$ cat src/hdl/etgn_pkg.sv
// ----------------------------------------------------------------------------
// etgn_pkg
// Shared types, codes and sizes for the equation to gate netlist block.
// ----------------------------------------------------------------------------
`default_nettype none

package etgn_pkg;

   // sizes
   localparam int OP_STACK_DEPTH   = 16;
   localparam int EVAL_STACK_DEPTH = 32;
   localparam int MAX_GATES        = 1024;
   localparam int MAX_SIGNALS      = 64;
   localparam int QUEUE_DEPTH      = 4;

   localparam int OP_DEPTH_W   = $clog2(OP_STACK_DEPTH + 1);
   localparam int EVAL_DEPTH_W = $clog2(EVAL_STACK_DEPTH + 1);
   localparam int GATE_CNT_W   = $clog2(MAX_GATES + 1);
   localparam int GATE_ID_W    = 10;
   localparam int QUEUE_PTR_W  = $clog2(QUEUE_DEPTH);
   localparam int QUEUE_CNT_W  = $clog2(QUEUE_DEPTH + 1);

   // item kinds
   localparam logic [2:0] KIND_OPERAND = 3'd0;
   localparam logic [2:0] KIND_OPERATOR = 3'd1;
   localparam logic [2:0] KIND_LPAREN  = 3'd2;
   localparam logic [2:0] KIND_RPAREN  = 3'd3;
   localparam logic [2:0] KIND_END     = 3'd4;

   // operator codes, paren mark on the operator stack
   localparam logic [1:0] OPC_AND   = 2'd0;
   localparam logic [1:0] OPC_XOR   = 2'd1;
   localparam logic [1:0] OPC_OR    = 2'd2;
   localparam logic [1:0] OPC_PAREN = 2'd3;

   // record codes
   localparam logic [1:0] REC_GATE  = 2'd0;
   localparam logic [1:0] REC_PIN   = 2'd1;
   localparam logic [1:0] REC_DRIVE = 2'd2;
   localparam logic [1:0] REC_ERROR = 2'd3;

   // error codes
   localparam logic [2:0] ERR_BAD_OPERAND = 3'd0;
   localparam logic [2:0] ERR_TOO_FEW     = 3'd1;
   localparam logic [2:0] ERR_UNMATCHED   = 3'd2;
   localparam logic [2:0] ERR_OPEN_PAREN  = 3'd3;
   localparam logic [2:0] ERR_COUNT       = 3'd4;
   localparam logic [2:0] ERR_IS_INPUT    = 3'd5;
   localparam logic [2:0] ERR_BAD_TARGET  = 3'd6;
   localparam logic [2:0] ERR_OVERFLOW    = 3'd7;

   // configuration register indexes
   localparam logic CSR_INPUT_COUNT  = 1'b0;
   localparam logic CSR_OUTPUT_COUNT = 1'b1;

   typedef enum logic [1:0] {
      TAIL_NONE,
      TAIL_DRIVE,
      TAIL_ERROR
   } tail_type;

   typedef enum logic [1:0] {
      STEP_GATE,
      STEP_PIN_A,
      STEP_PIN_B,
      STEP_TAIL
   } step_type;

   typedef struct packed {
      logic                 is_gate;
      logic [GATE_ID_W-1:0] id;
   } operand_type;

   // one classified item: an optional gate with two pins, then an optional tail record
   typedef struct packed {
      logic                 gate_en;
      logic [GATE_ID_W-1:0] gate_id;
      logic [1:0]           gate_kind;
      operand_type          pin_a;
      operand_type          pin_b;
      tail_type             tail;
      logic [GATE_ID_W-1:0] drive_gate;
      logic [5:0]           output_id;
      logic [2:0]           error_code;
   } command_type;

   typedef struct packed {
      logic        valid;
      command_type cmd;
   } queue_head_type;

endpackage

`default_nettype wire

$ cat src/hdl/etgn_front.sv
// ----------------------------------------------------------------------------
// etgn_front
// Accepts tokens, runs the operator and operand stacks, classifies each item.
// ----------------------------------------------------------------------------
`default_nettype none

module etgn_front (
   input  wire logic                 clock,
   input  wire logic                 reset,
   input  wire logic                 csr_write,
   input  wire logic                 csr_index,
   input  wire logic [6:0]           csr_wdata,
   input  wire logic                 req_valid,
   output logic                      req_stall,
   input  wire logic [2:0]           req_kind,
   input  wire logic                 req_notation,
   input  wire logic [5:0]           req_operand_id,
   input  wire logic [1:0]           req_op_code,
   input  wire logic [5:0]           req_target_id,
   input  wire logic                 queue_full,
   output logic                      push_valid,
   output etgn_pkg::command_type     push_cmd
);

   localparam int OPD = etgn_pkg::OP_STACK_DEPTH;
   localparam int EVD = etgn_pkg::EVAL_STACK_DEPTH;

   logic [6:0] in_count_ff, out_count_ff;

   logic [1:0]                        oper_ff [OPD];
   logic [etgn_pkg::OP_DEPTH_W-1:0]   oper_depth_ff, oper_depth_in;
   logic [etgn_pkg::OP_DEPTH_W-1:0]   paren_cnt_ff, paren_cnt_in;
   etgn_pkg::operand_type             opnd_ff [EVD];
   logic [etgn_pkg::EVAL_DEPTH_W-1:0] opnd_depth_ff, opnd_depth_in;
   logic [etgn_pkg::GATE_CNT_W-1:0]   next_gate_ff, next_gate_in;
   logic                              discard_ff, discard_in;

   logic       accept;
   logic [1:0] opc;
   logic       fault, drive, mk_req, end_chk, clear;
   logic [2:0] fcode;
   logic [1:0] mk_op;
   logic       mk_ok;
   logic       opnd_push, opnd_merge;
   logic       oper_push, oper_pop1, oper_pop2, oper_set;
   logic [1:0] oper_val;
   logic [etgn_pkg::EVAL_DEPTH_W-1:0] od_after;
   etgn_pkg::operand_type             gate_ref, s0_after;

   assign req_stall = queue_full;
   assign accept    = req_valid && !req_stall;
   assign opc       = (req_op_code == etgn_pkg::OPC_PAREN) ? etgn_pkg::OPC_OR : req_op_code;
   assign mk_ok     = (opnd_depth_ff >= etgn_pkg::EVAL_DEPTH_W'(2)) &&
                      (next_gate_ff < etgn_pkg::GATE_CNT_W'(etgn_pkg::MAX_GATES));
   assign gate_ref  = '{is_gate: 1'b1, id: next_gate_ff[etgn_pkg::GATE_ID_W-1:0]};

   // configuration registers
   always_ff @(posedge clock) begin
      if (reset) begin
         in_count_ff  <= '0;
         out_count_ff <= '0;
      end else if (csr_write) begin
         if (csr_index == etgn_pkg::CSR_INPUT_COUNT) in_count_ff <= csr_wdata;
         else out_count_ff <= csr_wdata;
      end
   end

   // classify the item and plan the stack moves
   always_comb begin
      fault      = 1'b0;
      fcode      = etgn_pkg::ERR_BAD_OPERAND;
      drive      = 1'b0;
      mk_req     = 1'b0;
      mk_op      = opc;
      end_chk    = 1'b0;
      clear      = 1'b0;
      opnd_push  = 1'b0;
      opnd_merge = 1'b0;
      oper_push  = 1'b0;
      oper_pop1  = 1'b0;
      oper_pop2  = 1'b0;
      oper_set   = 1'b0;
      oper_val   = opc;
      paren_cnt_in = paren_cnt_ff;
      discard_in   = discard_ff;
      od_after     = opnd_depth_ff;
      s0_after     = opnd_ff[0];
      if (discard_ff) begin
         if (req_kind == etgn_pkg::KIND_END) begin
            clear      = 1'b1;
            discard_in = 1'b0;
         end
      end else begin
         case (req_kind)
            etgn_pkg::KIND_OPERAND: begin
               if (!({1'b0, req_operand_id} < in_count_ff &&
                     7'(req_operand_id) < 7'(etgn_pkg::MAX_SIGNALS))) begin
                  fault = 1'b1;
               end else if (opnd_depth_ff >= etgn_pkg::EVAL_DEPTH_W'(EVD)) begin
                  fault = 1'b1;
                  fcode = etgn_pkg::ERR_OVERFLOW;
               end else begin
                  opnd_push = 1'b1;
               end
            end
            etgn_pkg::KIND_OPERATOR: begin
               if (req_notation) begin
                  mk_req = 1'b1;
               end else if (oper_depth_ff != '0 && oper_ff[0] != etgn_pkg::OPC_PAREN) begin
                  mk_req   = 1'b1;
                  mk_op    = oper_ff[0];
                  oper_set = 1'b1;
               end else if (oper_depth_ff >= etgn_pkg::OP_DEPTH_W'(OPD)) begin
                  fault = 1'b1;
                  fcode = etgn_pkg::ERR_OVERFLOW;
               end else begin
                  oper_push = 1'b1;
               end
            end
            etgn_pkg::KIND_LPAREN: begin
               if (req_notation) begin
                  fault = 1'b1;
               end else if (oper_depth_ff >= etgn_pkg::OP_DEPTH_W'(OPD)) begin
                  fault = 1'b1;
                  fcode = etgn_pkg::ERR_OVERFLOW;
               end else begin
                  oper_push    = 1'b1;
                  oper_val     = etgn_pkg::OPC_PAREN;
                  paren_cnt_in = paren_cnt_ff + 1'b1;
               end
            end
            etgn_pkg::KIND_RPAREN: begin
               if (req_notation) begin
                  fault = 1'b1;
               end else if (oper_depth_ff == '0) begin
                  fault = 1'b1;
                  fcode = etgn_pkg::ERR_UNMATCHED;
               end else if (oper_ff[0] == etgn_pkg::OPC_PAREN) begin
                  oper_pop1    = 1'b1;
                  paren_cnt_in = paren_cnt_ff - 1'b1;
               end else if (oper_depth_ff >= etgn_pkg::OP_DEPTH_W'(2) &&
                            oper_ff[1] == etgn_pkg::OPC_PAREN) begin
                  oper_pop2    = 1'b1;
                  paren_cnt_in = paren_cnt_ff - 1'b1;
                  mk_req       = 1'b1;
                  mk_op        = oper_ff[0];
               end else begin
                  fault = 1'b1;
                  fcode = etgn_pkg::ERR_UNMATCHED;
               end
            end
            etgn_pkg::KIND_END: begin
               clear = 1'b1;
               if ({1'b0, req_target_id} >= out_count_ff) begin
                  fault = 1'b1;
                  fcode = etgn_pkg::ERR_BAD_TARGET;
               end else if (paren_cnt_ff != '0) begin
                  fault = 1'b1;
                  fcode = etgn_pkg::ERR_OPEN_PAREN;
               end else begin
                  end_chk = 1'b1;
                  if (oper_depth_ff != '0) begin
                     mk_req = 1'b1;
                     mk_op  = oper_ff[0];
                  end
               end
            end
            default: begin
            end
         endcase

         // apply the pending operator
         if (mk_req) begin
            if (!mk_ok) begin
               fault = 1'b1;
               fcode = (opnd_depth_ff < etgn_pkg::EVAL_DEPTH_W'(2)) ?
                       etgn_pkg::ERR_TOO_FEW : etgn_pkg::ERR_OVERFLOW;
            end else begin
               opnd_merge = 1'b1;
               od_after   = opnd_depth_ff - 1'b1;
               s0_after   = gate_ref;
            end
         end

         // check the result at end of equation
         if (end_chk && !fault) begin
            if (od_after != etgn_pkg::EVAL_DEPTH_W'(1)) begin
               fault = 1'b1;
               fcode = etgn_pkg::ERR_COUNT;
            end else if (!s0_after.is_gate) begin
               fault = 1'b1;
               fcode = etgn_pkg::ERR_IS_INPUT;
            end else begin
               drive = 1'b1;
            end
         end

         if (fault) begin
            clear      = 1'b1;
            discard_in = (req_kind != etgn_pkg::KIND_END);
         end
      end

      // drop the paren count with the stacks
      if (clear) paren_cnt_in = '0;
   end

   // next depths and gate counter
   always_comb begin
      oper_depth_in = oper_depth_ff;
      opnd_depth_in = opnd_depth_ff;
      next_gate_in  = next_gate_ff;
      if (oper_push) oper_depth_in = oper_depth_ff + 1'b1;
      if (oper_pop1) oper_depth_in = oper_depth_ff - 1'b1;
      if (oper_pop2) oper_depth_in = oper_depth_ff - etgn_pkg::OP_DEPTH_W'(2);
      if (opnd_push) opnd_depth_in = opnd_depth_ff + 1'b1;
      if (opnd_merge) begin
         opnd_depth_in = od_after;
         next_gate_in  = next_gate_ff + 1'b1;
      end
      if (clear) begin
         oper_depth_in = '0;
         opnd_depth_in = '0;
      end
   end

   // command for the back end
   always_comb begin
      push_cmd            = '0;
      push_cmd.gate_en    = opnd_merge;
      push_cmd.gate_id    = next_gate_ff[etgn_pkg::GATE_ID_W-1:0];
      push_cmd.gate_kind  = mk_op;
      push_cmd.pin_a      = opnd_ff[0];
      push_cmd.pin_b      = opnd_ff[1];
      push_cmd.tail       = fault ? etgn_pkg::TAIL_ERROR :
                            (drive ? etgn_pkg::TAIL_DRIVE : etgn_pkg::TAIL_NONE);
      push_cmd.drive_gate = s0_after.id;
      push_cmd.output_id  = req_target_id;
      push_cmd.error_code = fcode;
      push_valid          = accept && (opnd_merge || fault || drive);
   end

   // control state
   always_ff @(posedge clock) begin
      if (reset) begin
         oper_depth_ff <= '0;
         opnd_depth_ff <= '0;
         paren_cnt_ff  <= '0;
         next_gate_ff  <= '0;
         discard_ff    <= 1'b0;
      end else if (accept) begin
         oper_depth_ff <= oper_depth_in;
         opnd_depth_ff <= opnd_depth_in;
         paren_cnt_ff  <= paren_cnt_in;
         next_gate_ff  <= next_gate_in;
         discard_ff    <= discard_in;
      end
   end

   // operator stack, top at entry 0
   always_ff @(posedge clock) begin
      if (accept) begin
         for (int k = 0; k < OPD; k++) begin
            if (oper_push) oper_ff[k] <= (k == 0) ? oper_val : oper_ff[(k == 0) ? 0 : k - 1];
            else if (oper_pop1 && k + 1 < OPD) oper_ff[k] <= oper_ff[(k + 1 < OPD) ? k + 1 : k];
            else if (oper_pop2 && k + 2 < OPD) oper_ff[k] <= oper_ff[(k + 2 < OPD) ? k + 2 : k];
            else if (oper_set && k == 0) oper_ff[k] <= opc;
         end
      end
   end

   // operand stack, top at entry 0
   always_ff @(posedge clock) begin
      if (accept) begin
         for (int k = 0; k < EVD; k++) begin
            if (opnd_push) begin
               opnd_ff[k] <= (k == 0) ?
                  '{is_gate: 1'b0, id: etgn_pkg::GATE_ID_W'(req_operand_id)} :
                  opnd_ff[(k == 0) ? 0 : k - 1];
            end else if (opnd_merge) begin
               if (k == 0) opnd_ff[k] <= gate_ref;
               else if (k + 1 < EVD) opnd_ff[k] <= opnd_ff[(k + 1 < EVD) ? k + 1 : k];
            end
         end
      end
   end

endmodule

`default_nettype wire

$ cat src/hdl/etgn_queue.sv
// ----------------------------------------------------------------------------
// etgn_queue
// Short command queue between the front and back ends.
// ----------------------------------------------------------------------------
`default_nettype none

module etgn_queue (
   input  wire logic                  clock,
   input  wire logic                  reset,
   input  wire logic                  push_valid,
   input  wire etgn_pkg::command_type push_cmd,
   output logic                       full,
   input  wire logic                  pop,
   output etgn_pkg::queue_head_type   head
);

   etgn_pkg::command_type                 mem_ff [etgn_pkg::QUEUE_DEPTH];
   logic [etgn_pkg::QUEUE_PTR_W-1:0]      wr_ptr_ff, rd_ptr_ff;
   logic [etgn_pkg::QUEUE_CNT_W-1:0]      count_ff, count_in;
   logic                                  do_push, do_pop;

   assign full       = (count_ff == etgn_pkg::QUEUE_CNT_W'(etgn_pkg::QUEUE_DEPTH));
   assign do_push    = push_valid && !full;
   assign do_pop     = pop && (count_ff != '0);
   assign head.valid = (count_ff != '0);
   assign head.cmd   = mem_ff[rd_ptr_ff];

   always_comb begin
      count_in = count_ff;
      if (do_push && !do_pop) count_in = count_ff + 1'b1;
      if (do_pop && !do_push) count_in = count_ff - 1'b1;
   end

   // pointers and fill
   always_ff @(posedge clock) begin
      if (reset) begin
         wr_ptr_ff <= '0;
         rd_ptr_ff <= '0;
         count_ff  <= '0;
      end else begin
         if (do_push) wr_ptr_ff <= wr_ptr_ff + 1'b1;
         if (do_pop) rd_ptr_ff <= rd_ptr_ff + 1'b1;
         count_ff <= count_in;
      end
   end

   // store entries
   always_ff @(posedge clock) begin
      if (do_push) mem_ff[wr_ptr_ff] <= push_cmd;
   end

endmodule

`default_nettype wire

$ cat src/hdl/etgn_back.sv
// ----------------------------------------------------------------------------
// etgn_back
// Expands each queued command into records, one record per transfer.
// ----------------------------------------------------------------------------
`default_nettype none

module etgn_back (
   input  wire logic                     clock,
   input  wire logic                     reset,
   input  wire etgn_pkg::queue_head_type head,
   output logic                          pop,
   output logic                          rsp_valid,
   input  wire logic                     rsp_stall,
   output logic [1:0]                    rsp_record,
   output logic [9:0]                    rsp_gate_id,
   output logic [1:0]                    rsp_gate_kind,
   output logic                          rsp_source_is_gate,
   output logic [9:0]                    rsp_source_id,
   output logic                          rsp_pin,
   output logic [5:0]                    rsp_output_id,
   output logic [2:0]                    rsp_error_code,
   output logic                          rsp_last
);

   etgn_pkg::step_type step_ff, step_in, cur_step;
   logic               valid_ff, load, is_last;
   logic [1:0]         record_in, kind_in;
   logic [9:0]         gate_in, src_in;
   logic               isg_in, pin_in;
   logic [5:0]         oid_in;
   logic [2:0]         err_in;
   logic [1:0]         record_ff, kind_ff;
   logic [9:0]         gate_ff, src_ff;
   logic               isg_ff, pin_ff, last_ff;
   logic [5:0]         oid_ff;
   logic [2:0]         err_ff;

   assign load     = head.valid && (!valid_ff || !rsp_stall);
   assign cur_step = (step_ff == etgn_pkg::STEP_GATE && !head.cmd.gate_en) ?
                     etgn_pkg::STEP_TAIL : step_ff;
   assign is_last  = (cur_step == etgn_pkg::STEP_TAIL) ||
                     (cur_step == etgn_pkg::STEP_PIN_B && head.cmd.tail == etgn_pkg::TAIL_NONE);
   assign pop      = load && is_last;

   // next step
   always_comb begin
      step_in = step_ff;
      if (load) begin
         case (cur_step)
            etgn_pkg::STEP_GATE:  step_in = etgn_pkg::STEP_PIN_A;
            etgn_pkg::STEP_PIN_A: step_in = etgn_pkg::STEP_PIN_B;
            etgn_pkg::STEP_PIN_B: step_in = is_last ? etgn_pkg::STEP_GATE : etgn_pkg::STEP_TAIL;
            default:              step_in = etgn_pkg::STEP_GATE;
         endcase
      end
   end

   // record fields for the current step
   always_comb begin
      record_in = etgn_pkg::REC_GATE;
      gate_in   = '0;
      kind_in   = '0;
      isg_in    = 1'b0;
      src_in    = '0;
      pin_in    = 1'b0;
      oid_in    = '0;
      err_in    = '0;
      case (cur_step)
         etgn_pkg::STEP_GATE: begin
            gate_in = head.cmd.gate_id;
            kind_in = head.cmd.gate_kind;
         end
         etgn_pkg::STEP_PIN_A: begin
            record_in = etgn_pkg::REC_PIN;
            gate_in   = head.cmd.gate_id;
            isg_in    = head.cmd.pin_a.is_gate;
            src_in    = head.cmd.pin_a.id;
         end
         etgn_pkg::STEP_PIN_B: begin
            record_in = etgn_pkg::REC_PIN;
            gate_in   = head.cmd.gate_id;
            isg_in    = head.cmd.pin_b.is_gate;
            src_in    = head.cmd.pin_b.id;
            pin_in    = 1'b1;
         end
         default: begin
            if (head.cmd.tail == etgn_pkg::TAIL_DRIVE) begin
               record_in = etgn_pkg::REC_DRIVE;
               gate_in   = head.cmd.drive_gate;
               oid_in    = head.cmd.output_id;
            end else begin
               record_in = etgn_pkg::REC_ERROR;
               err_in    = head.cmd.error_code;
            end
         end
      endcase
   end

   // control state
   always_ff @(posedge clock) begin
      if (reset) begin
         step_ff  <= etgn_pkg::STEP_GATE;
         valid_ff <= 1'b0;
      end else begin
         step_ff <= step_in;
         if (load) valid_ff <= 1'b1;
         else if (!rsp_stall) valid_ff <= 1'b0;
      end
   end

   // output register, hold while stalled
   always_ff @(posedge clock) begin
      if (load) begin
         record_ff <= record_in;
         gate_ff   <= gate_in;
         kind_ff   <= kind_in;
         isg_ff    <= isg_in;
         src_ff    <= src_in;
         pin_ff    <= pin_in;
         oid_ff    <= oid_in;
         err_ff    <= err_in;
         last_ff   <= is_last;
      end
   end

   assign rsp_valid          = valid_ff;
   assign rsp_record         = record_ff;
   assign rsp_gate_id        = gate_ff;
   assign rsp_gate_kind      = kind_ff;
   assign rsp_source_is_gate = isg_ff;
   assign rsp_source_id      = src_ff;
   assign rsp_pin            = pin_ff;
   assign rsp_output_id      = oid_ff;
   assign rsp_error_code     = err_ff;
   assign rsp_last           = last_ff;

endmodule

`default_nettype wire

$ cat src/hdl/expression_to_gate_netlist.sv
// ----------------------------------------------------------------------------
// expression_to_gate_netlist
// Builds gate netlist records from infix or postfix boolean equation tokens.
// ----------------------------------------------------------------------------
// Usage:
//   Tokens arrive on the req_ channel (valid/stall); a transfer happens when
//   req_valid is high and req_stall low. Records leave on the rsp_ channel
//   one per transfer; rsp_last marks the final record caused by a token.
//   csr_write loads input_count (index 0) or output_count (index 1); write
//   only while the block is idle.
//   The front end takes one token per cycle while req_stall is low and runs
//   both stacks in that cycle; the back end drains a four-entry command
//   queue, one record per cycle while rsp_stall is low. A token's first
//   record is written into the queue and then into the output register
//   before it is valid on rsp_. A token gives up to four records (an end
//   token that applies a pending operator), so the sustained rate is set by
//   the single record output port.
//   Reset clears the stacks, the gate counter, the queue and the output.
//   When the receiver stalls, the output record holds; once the queue fills,
//   req_stall rises.
// ----------------------------------------------------------------------------
`default_nettype none

module expression_to_gate_netlist (
   input  wire logic       clock,
   input  wire logic       reset,
   input  wire logic       csr_write,
   input  wire logic       csr_index,
   input  wire logic [6:0] csr_wdata,
   input  wire logic       req_valid,
   output logic            req_stall,
   input  wire logic [2:0] req_kind,
   input  wire logic       req_notation,
   input  wire logic [5:0] req_operand_id,
   input  wire logic [1:0] req_op_code,
   input  wire logic [5:0] req_target_id,
   output logic            rsp_valid,
   input  wire logic       rsp_stall,
   output logic [1:0]      rsp_record,
   output logic [9:0]      rsp_gate_id,
   output logic [1:0]      rsp_gate_kind,
   output logic            rsp_source_is_gate,
   output logic [9:0]      rsp_source_id,
   output logic            rsp_pin,
   output logic [5:0]      rsp_output_id,
   output logic [2:0]      rsp_error_code,
   output logic            rsp_last
);

   logic                     push_valid, queue_full, pop;
   etgn_pkg::command_type    push_cmd;
   etgn_pkg::queue_head_type head;

   etgn_front u_front (
      .clock          (clock),
      .reset          (reset),
      .csr_write      (csr_write),
      .csr_index      (csr_index),
      .csr_wdata      (csr_wdata),
      .req_valid      (req_valid),
      .req_stall      (req_stall),
      .req_kind       (req_kind),
      .req_notation   (req_notation),
      .req_operand_id (req_operand_id),
      .req_op_code    (req_op_code),
      .req_target_id  (req_target_id),
      .queue_full     (queue_full),
      .push_valid     (push_valid),
      .push_cmd       (push_cmd)
   );

   etgn_queue u_queue (
      .clock      (clock),
      .reset      (reset),
      .push_valid (push_valid),
      .push_cmd   (push_cmd),
      .full       (queue_full),
      .pop        (pop),
      .head       (head)
   );

   etgn_back u_back (
      .clock              (clock),
      .reset              (reset),
      .head               (head),
      .pop                (pop),
      .rsp_valid          (rsp_valid),
      .rsp_stall          (rsp_stall),
      .rsp_record         (rsp_record),
      .rsp_gate_id        (rsp_gate_id),
      .rsp_gate_kind      (rsp_gate_kind),
      .rsp_source_is_gate (rsp_source_is_gate),
      .rsp_source_id      (rsp_source_id),
      .rsp_pin            (rsp_pin),
      .rsp_output_id      (rsp_output_id),
      .rsp_error_code     (rsp_error_code),
      .rsp_last           (rsp_last)
   );

endmodule

`default_nettype wire

$ cat config.mk
export PLATFORM = sky130hd
export DESIGN_NAME = expression_to_gate_netlist
export DESIGN_NICKNAME = d
export VERILOG_FILES = /design/src/hdl/etgn_pkg.sv /design/src/hdl/etgn_front.sv /design/src/hdl/etgn_queue.sv /design/src/hdl/etgn_back.sv /design/src/hdl/expression_to_gate_netlist.sv
export SDC_FILE = /design/constraint.sdc
export NUM_CORES = 1
export LEC_CHECK = 0
export BUFFER_PORTS_ARGS = -buffer_cell sky130_fd_sc_hd__buf_2
export CELL_PAD_IN_SITES_DETAIL_PLACEMENT = 1
export CELL_PAD_IN_SITES_GLOBAL_PLACEMENT = 1
export CORE_MARGIN = 2
export CORE_UTILIZATION = 30
export CTS_CLUSTER_SIZE = 10
export DETAILED_ROUTE_END_ITERATION = 12
export PLACE_DENSITY_LB_ADDON = 0.1
export SLEW_MARGIN = 20
export SYNTH_ARGS = -nofsm -noshare
export SYNTH_HDL_FRONTEND = slang
export SYNTH_SLANG_ARGS = --single-unit
$ cat constraint.sdc
create_clock -name clock -period 12.1 [get_ports clock]
set_clock_uncertainty 0.2 [all_clocks]
set_input_delay 0 -clock clock [delete_from_list [all_inputs] [get_ports clock]]
set_output_delay 0 -clock clock [all_outputs]
set_load 0.02 [all_outputs]
== Word level (Yosys, flattened, before mapping) ==
Memories as Yosys holds them, arrays and structs flattened. A register that Yosys moved wholly into a read port is not among the register bits.
Cells that the tools add are included.
Storage, ports and cells
  register bits: 88
  memory bits (writable): 608
  input bits: 31
  memories kept: 3
Memory list
  u_front.opnd_ff: words 32, bits a word 11, read ports 32, clocked after Yosys merged registers in 0, wr ports 32, RTL line etgn_front.sv:33  | etgn_pkg::operand_type opnd_ff [EVD];
  u_queue.mem_ff: words 4, bits a word 56, read ports 1, clocked after Yosys merged registers in 1, wr ports 1, RTL line etgn_queue.sv:17  | etgn_pkg::command_type mem_ff [etgn_pkg::QUEUE_DEPTH];
  u_front.oper_ff: words 16, bits a word 2, read ports 16, clocked after Yosys merged registers in 0, wr ports 16, RTL line etgn_front.sv:30  | logic [1:0] oper_ff [OPD];
Cells by class
  add/sub/neg operators: 12
  magnitude comparators: 8
  equal/unequal tests: 23
  multiplexer cells: 235
  bitwise logic cells: 63
  reduce and logical (&&, ||, !) cells: 47
Operators by type and width (number)
  11-bit 2-to-1 mux: 34
  2-bit 2-to-1 mux: 52
  1-bit 2-to-1 mux: 98
  1-bit bitwise OR: 61
  5-bit 2-to-1 mux: 12
  3-bit 2-to-1 mux: 19
  6-bit 2-to-1 mux: 7
  10-bit 2-to-1 mux: 3
  10-bit one-hot mux with 2 select lines: 1
  3-bit one-hot mux with 5 select lines: 1
  1-bit logical AND: 14
  3-bit by 2-bit != test with 1-bit output (second input constant): 4
  2-bit one-hot mux with 3 select lines: 2
  11-bit by 1-bit adder with 11-bit output (second input constant): 1
  11-bit < comparator (second input constant): 1
  5-bit by 1-bit adder with 5-bit output (second input constant): 2
  2-bit equality test (second input constant): 5
  5-bit one-hot mux with 2 select lines: 1
  5-bit nonzero test: 2
  5-bit by 1-bit subtractor with 5-bit output (second input constant): 2
  3-bit nonzero test: 3
  2-bit AND reduction: 4
  8-bit AND reduction: 1
  4-bit OR reduction: 2
  37 further kinds: 56

== Depth between registers and ports, before layout ==
An unclocked memory read counts as a cell.
  depth in word-level cells: 23
  mapped depth: 15

== Hierarchy ==
From an unflattened synthesis, not the netlist that was laid out.
Second synthesis, totals
  cells, all modules: 2552
  area, all modules: 30374.1 µm²
Modules (own cells, without submodules)
  etgn_front: instances 1, cells each 2072, area an instance 19976.7 µm², seq. area each 12371.9 µm²
  etgn_queue: instances 1, cells each 344, area an instance 8590.7 µm², seq. area each 6906.6 µm²
  etgn_back: instances 1, cells each 136, area an instance 1806.7 µm², seq. area each 1141.1 µm²

== Worst setup path after synthesis ==
No wires, ideal clock.
  path type: register to register
  start point: register u_front.paren_cnt_ff[0] (netlist name)
  end point: register u_front.opnd_depth_ff[4] (netlist name)
  data arrival time: 10.268 ns
  data required time: 11.834 ns
  slack: 1.566 ns
  cell stages (with the launch flop): 9
  period minus slack after synthesis: 10.534 ns
  cell sequence: dfxtp_1 > or4_1 > a2111oi_4 > o211a_1 > o211ai_1 > nand2_1 > nand2_1 > nor3_1 > a311o_1
On the way
  word-level cells in the longest chain between the ends: 15
  elaborated cells on any way between the ends: 36
  classes of those cells: eq/ne: 2; mux: 29; reduce/logical: 5
Ends and longest elaborated chain
  start, declared: RTL line etgn_front.sv:32  | logic [etgn_pkg::OP_DEPTH_W-1:0] paren_cnt_ff, paren_cnt_in;
  start signal, assigned: RTL line etgn_front.sv:254  | paren_cnt_ff <= paren_cnt_in;
  5-bit nonzero test (*): RTL line etgn_front.sv:157  | end else if (paren_cnt_ff != '0) begin
  1-bit 2-to-1 mux: RTL line etgn_front.sv:157
  1-bit 2-to-1 mux: RTL line etgn_front.sv:154  | if ({1'b0, req_target_id} >= out_count_ff) begin
  1-bit one-hot mux with 3 select lines / 1-bit one-hot mux with 5 select lines (equally long branches): RTL line etgn_front.sv:94  | case (req_kind)
  1-bit 2-to-1 mux, on equally long branches: RTL line etgn_front.sv:88, etgn_front.sv:174
  6-bit 2-to-1 mux, or another cell as far along: RTL line etgn_front.sv:173  | if (mk_req) begin
  6-bit 2-to-1 mux, or another cell as far along: RTL line etgn_front.sv:88  | if (discard_ff) begin
  6-bit by 1-bit != test with 1-bit output, or another cell as far along: RTL line etgn_front.sv:187  | if (od_after != etgn_pkg::EVAL_DEPTH_W'(1)) begin
  1-bit 2-to-1 mux / 1-bit logical AND (equally long branches): RTL line etgn_front.sv:187, etgn_front.sv:186
  1-bit 2-to-1 mux: RTL line etgn_front.sv:186  | if (end_chk && !fault) begin
  1-bit 2-to-1 mux: RTL line etgn_front.sv:88
  1-bit 2-to-1 mux: RTL line etgn_front.sv:198  | if (fault) begin
  1-bit 2-to-1 mux: RTL line etgn_front.sv:88
  3-bit != test (no line) / 3-bit nonzero test (equally long branches)
  3-bit AND reduction (no line)
  end signal, assigned: RTL line etgn_front.sv:253  | opnd_depth_ff <= opnd_depth_in;
  end, declared: RTL line etgn_front.sv:34  | logic [etgn_pkg::EVAL_DEPTH_W-1:0] opnd_depth_ff, opnd_depth_in;
Every way passes the cells marked *; elsewhere a longest branch is shown, timed or not. The select of a mux whose other input is x is not followed.
A chain may end at the register's enable or synchronous reset.

==> flow_summary.ini <==
[setup_path]
worstSetupStartpointType = register
crit_top_cell = buf_12
timing.critical_path.to = u_front.opnd_ff[14][3]
required_ns = 12.15
crit_fanout = 195
reg2reg_slack_ns = 6.69
criticalPathCategory = register to register
crit_start = u_front.oper_depth_ff[1]
cp.arrival_ns = 5.46
path_cells = inv_1 > ha_1 > nand2b_1 > o311ai_2 > a221oi_1 > o211ai_1 > buf_12 > nand2_4 > buf_12 > buf_4
reg2reg_from = u_front.oper_depth_ff[1]
cpMaxStageDelayCell = buf_4
r2r_cells = 10
crit_path_end_kind = register
max_stage_delay_ns = 0.78
r2r-end = u_front.opnd_ff[14][3]

[detailed_routing]
ant_nets = 0
drc_errors = 0
viasPerCell = 4.76
first_pass_iters = 5
num_vias = 18601
avgRoutedWirePerCell_um = 18.0
wl_um = 70500
drt_iter0_markers = 1231

[clocking]
ctsResizeCount = 0
cts_htree_levels = 3
cts_tree = built
clkLatencyLatePin_ns = 0.63
cts_sinks = 698
clockRootBuffer = clkbuf_16
cts_buffers = 85
clk_pin_slew_ns = 0.06
cts_setup_buffers = 0
clockBufferDepth = 3

[synthesis]
synth-main-ff-cell = edfxtp_1
postSynthAreaPerCell_um2 = 12.1
synthMostInstantiatedCell = nand2_1
seq_area_frac_synth_pct = 68.7
syn-num-nets = 2531
ys_top_cells_by_area = edfxtp_1, nand2_1, mux4_2
yosys.area.top_type = edfxtp_1
syn_area_um2 = 29700
syn-instance-count = 2465
synth-warning-count = 0
ys_async_sr_fraction_pct = 0
synthTopCellsByCount = nand2_1, edfxtp_1, nor2_1, clkbuf_1, mux4_2
synth_edf_count = 644
synth_seq_cells = 698
ys_types = 75
yosysTopAreaCellShare_pct = 65.0

[placed_design]
pre_cts_ws_ns = 6.46
place_congestion = 0.755
io_buffers = 68
place_hpwl_um = 41800

[final_layout]
finish.utilization_pct = 35.0
drive_above_1_share_pct = 10.6
synthToLayoutAreaGrowth_pct = 15.5
nets = 2635
fillers = 10529
antenna_cells = 0

[timing]
drv_slew = 0
fmax_mhz = 185
tightestPinTransition_ns = 1.09
grt_setup_unrepaired = false
tns_ns = 0
finalCritPeriodShare_pct = 44.7
slew_headroom_pct = 27.0
finalHoldWorstSlack_ns = 0.0456
setup_ws_ns = 6.69
fin_crit_ns = 5.41
finalSetupViolCount = 0
final-hold-violation-count = 0

[global_routing]
grt_pass1_vias = 20228
grt_start_max_net_pins = 196
groute.usage.overall_pct = 13.9
grt_pass1_wl_um = 113000
overflow = 0
antenna_found_initial = 2

[die]
die_w_um = 319
coreArea_um2 = 98300
die-area_um2 = 102000
start_util_pct = 30.3
row_count = 115
ios = 69
dieHeight_um = 319

[pwr]
leakagePower_nw = 12.7
p_per_area_nw_per_um2 = 167
power_w = 0.00575
peakVddDrop_v = 0.0000992

[worst_hold_path]
hold_class = input pin to register

[flow_run]
cap_viol_max_count = 0

[outcome]
outcome = finished, final reports clean
## placed cells by master, fill, tap and decap left out, types with 20 or more instances in the layout
cell,synthesis,layout
nand2_1,1072,1071
edfxtp_1,644,644
clkbuf_16,0,86
nor2_1,77,77
buf_2,31,68
mux4_2,55,55
dfxtp_1,54,52
dlygate4sd3_1,0,51
a21oi_1,43,43
inv_1,41,39
o21ai_0,36,36
clkbuf_1,67,36
a22oi_1,34,34
ha_1,32,32
nand3_1,20,20
## area by class of cell
type	count	area [um2]	share of cell area, %
clock buffer	124	2310	6.74
tap	1287	1610	4.69
timing repair buffer	138	1020	2.96
sequential	698	20400	59.5
multi-input combinational	1604	8640	25.2
clock inverter	18	181	0.528
inverter	42	165	0.481
## worst min path at each step
stage,startpoint,end,cells after the start
global route,csr_wdata[0],u_front.in_count_ff[0],4
finish,csr_wdata[0],u_front.in_count_ff[0],4
detailed placement,req_target_id[0],u_queue.mem_ff[1][3],1
global placement,req_target_id[0],u_queue.mem_ff[0][3],1
floorplan,req_target_id[0],u_queue.mem_ff[0][3],0
CTS,csr_wdata[0],u_front.in_count_ff[0],4
## kinds of logic (layout without fill, tap and decap cells)
kind of cell             after synthesis  count (layout)  share of synthesized area, %
adder cells (fa/ha/maj)               35              35                          1.55
buffers and inverters                163             322                          2.38
XOR/XNOR                              21              21                         0.618
flip-flops                           698             698                          68.7
multiplexers                          75              75                          4.90
AO/OA/AOI/OAI                        202             202                          4.86
AND/OR/NAND/NOR                     1271            1271                          17.0
## critical path, delay by kind of cell, from the launching register on
kind	cells	cell delay, ns
simple gates	2	0.89
compound gates	3	1.11
fa+ha+maj	1	0.22
buf+inv	4	1.97
flops	1	0.50
## sequential cells by signal, summed over array words and instances, names as in the netlist, 7 cells and up, named ones only
name and count:
u_queue.mem_ff 224, u_front.in_count_ff 7, u_back.rsp_gate_id 10, u_back.rsp_source_id 10, u_front.next_gate_ff 11, u_front.oper_ff 32, u_front.out_count_ff 7, u_front.opnd_ff 352
## power by group
group	internal, W	switching, W	leakage, nW
Sequential	0.00275	0.0000502	6.31
Combinational	0.000212	0.000398	5.19
Clock	0.00134	0.000993	1.19
Total	0.00431	0.00144	12.7
## layer usage
layer  global-route usage (%)  vias up  part of all wire [%]
met1                     19.1     9454                    48
li1                         -     8829                     -
met3                     2.26       84                   3.0
met2                     22.6      234                    47
met4                     4.05        0                   1.8
met5                        0        -                     0
## timing repair
| action | CTS | global route |
|---|---|---|
| hold buffers | 51 | 0 |
| endpoints found under the setup margin | 0 | 0 |
| hold endpoints to repair | 95 | 0 |
## metrics by stage
step	std cells	instance area, um2
floorplan	2465	29700
global placement	3718	31300
detailed placement	3718	31300
CTS	3911	34400
global route	3911	34400
finish	3911	34400
Power figures use the tool's default switching activity.
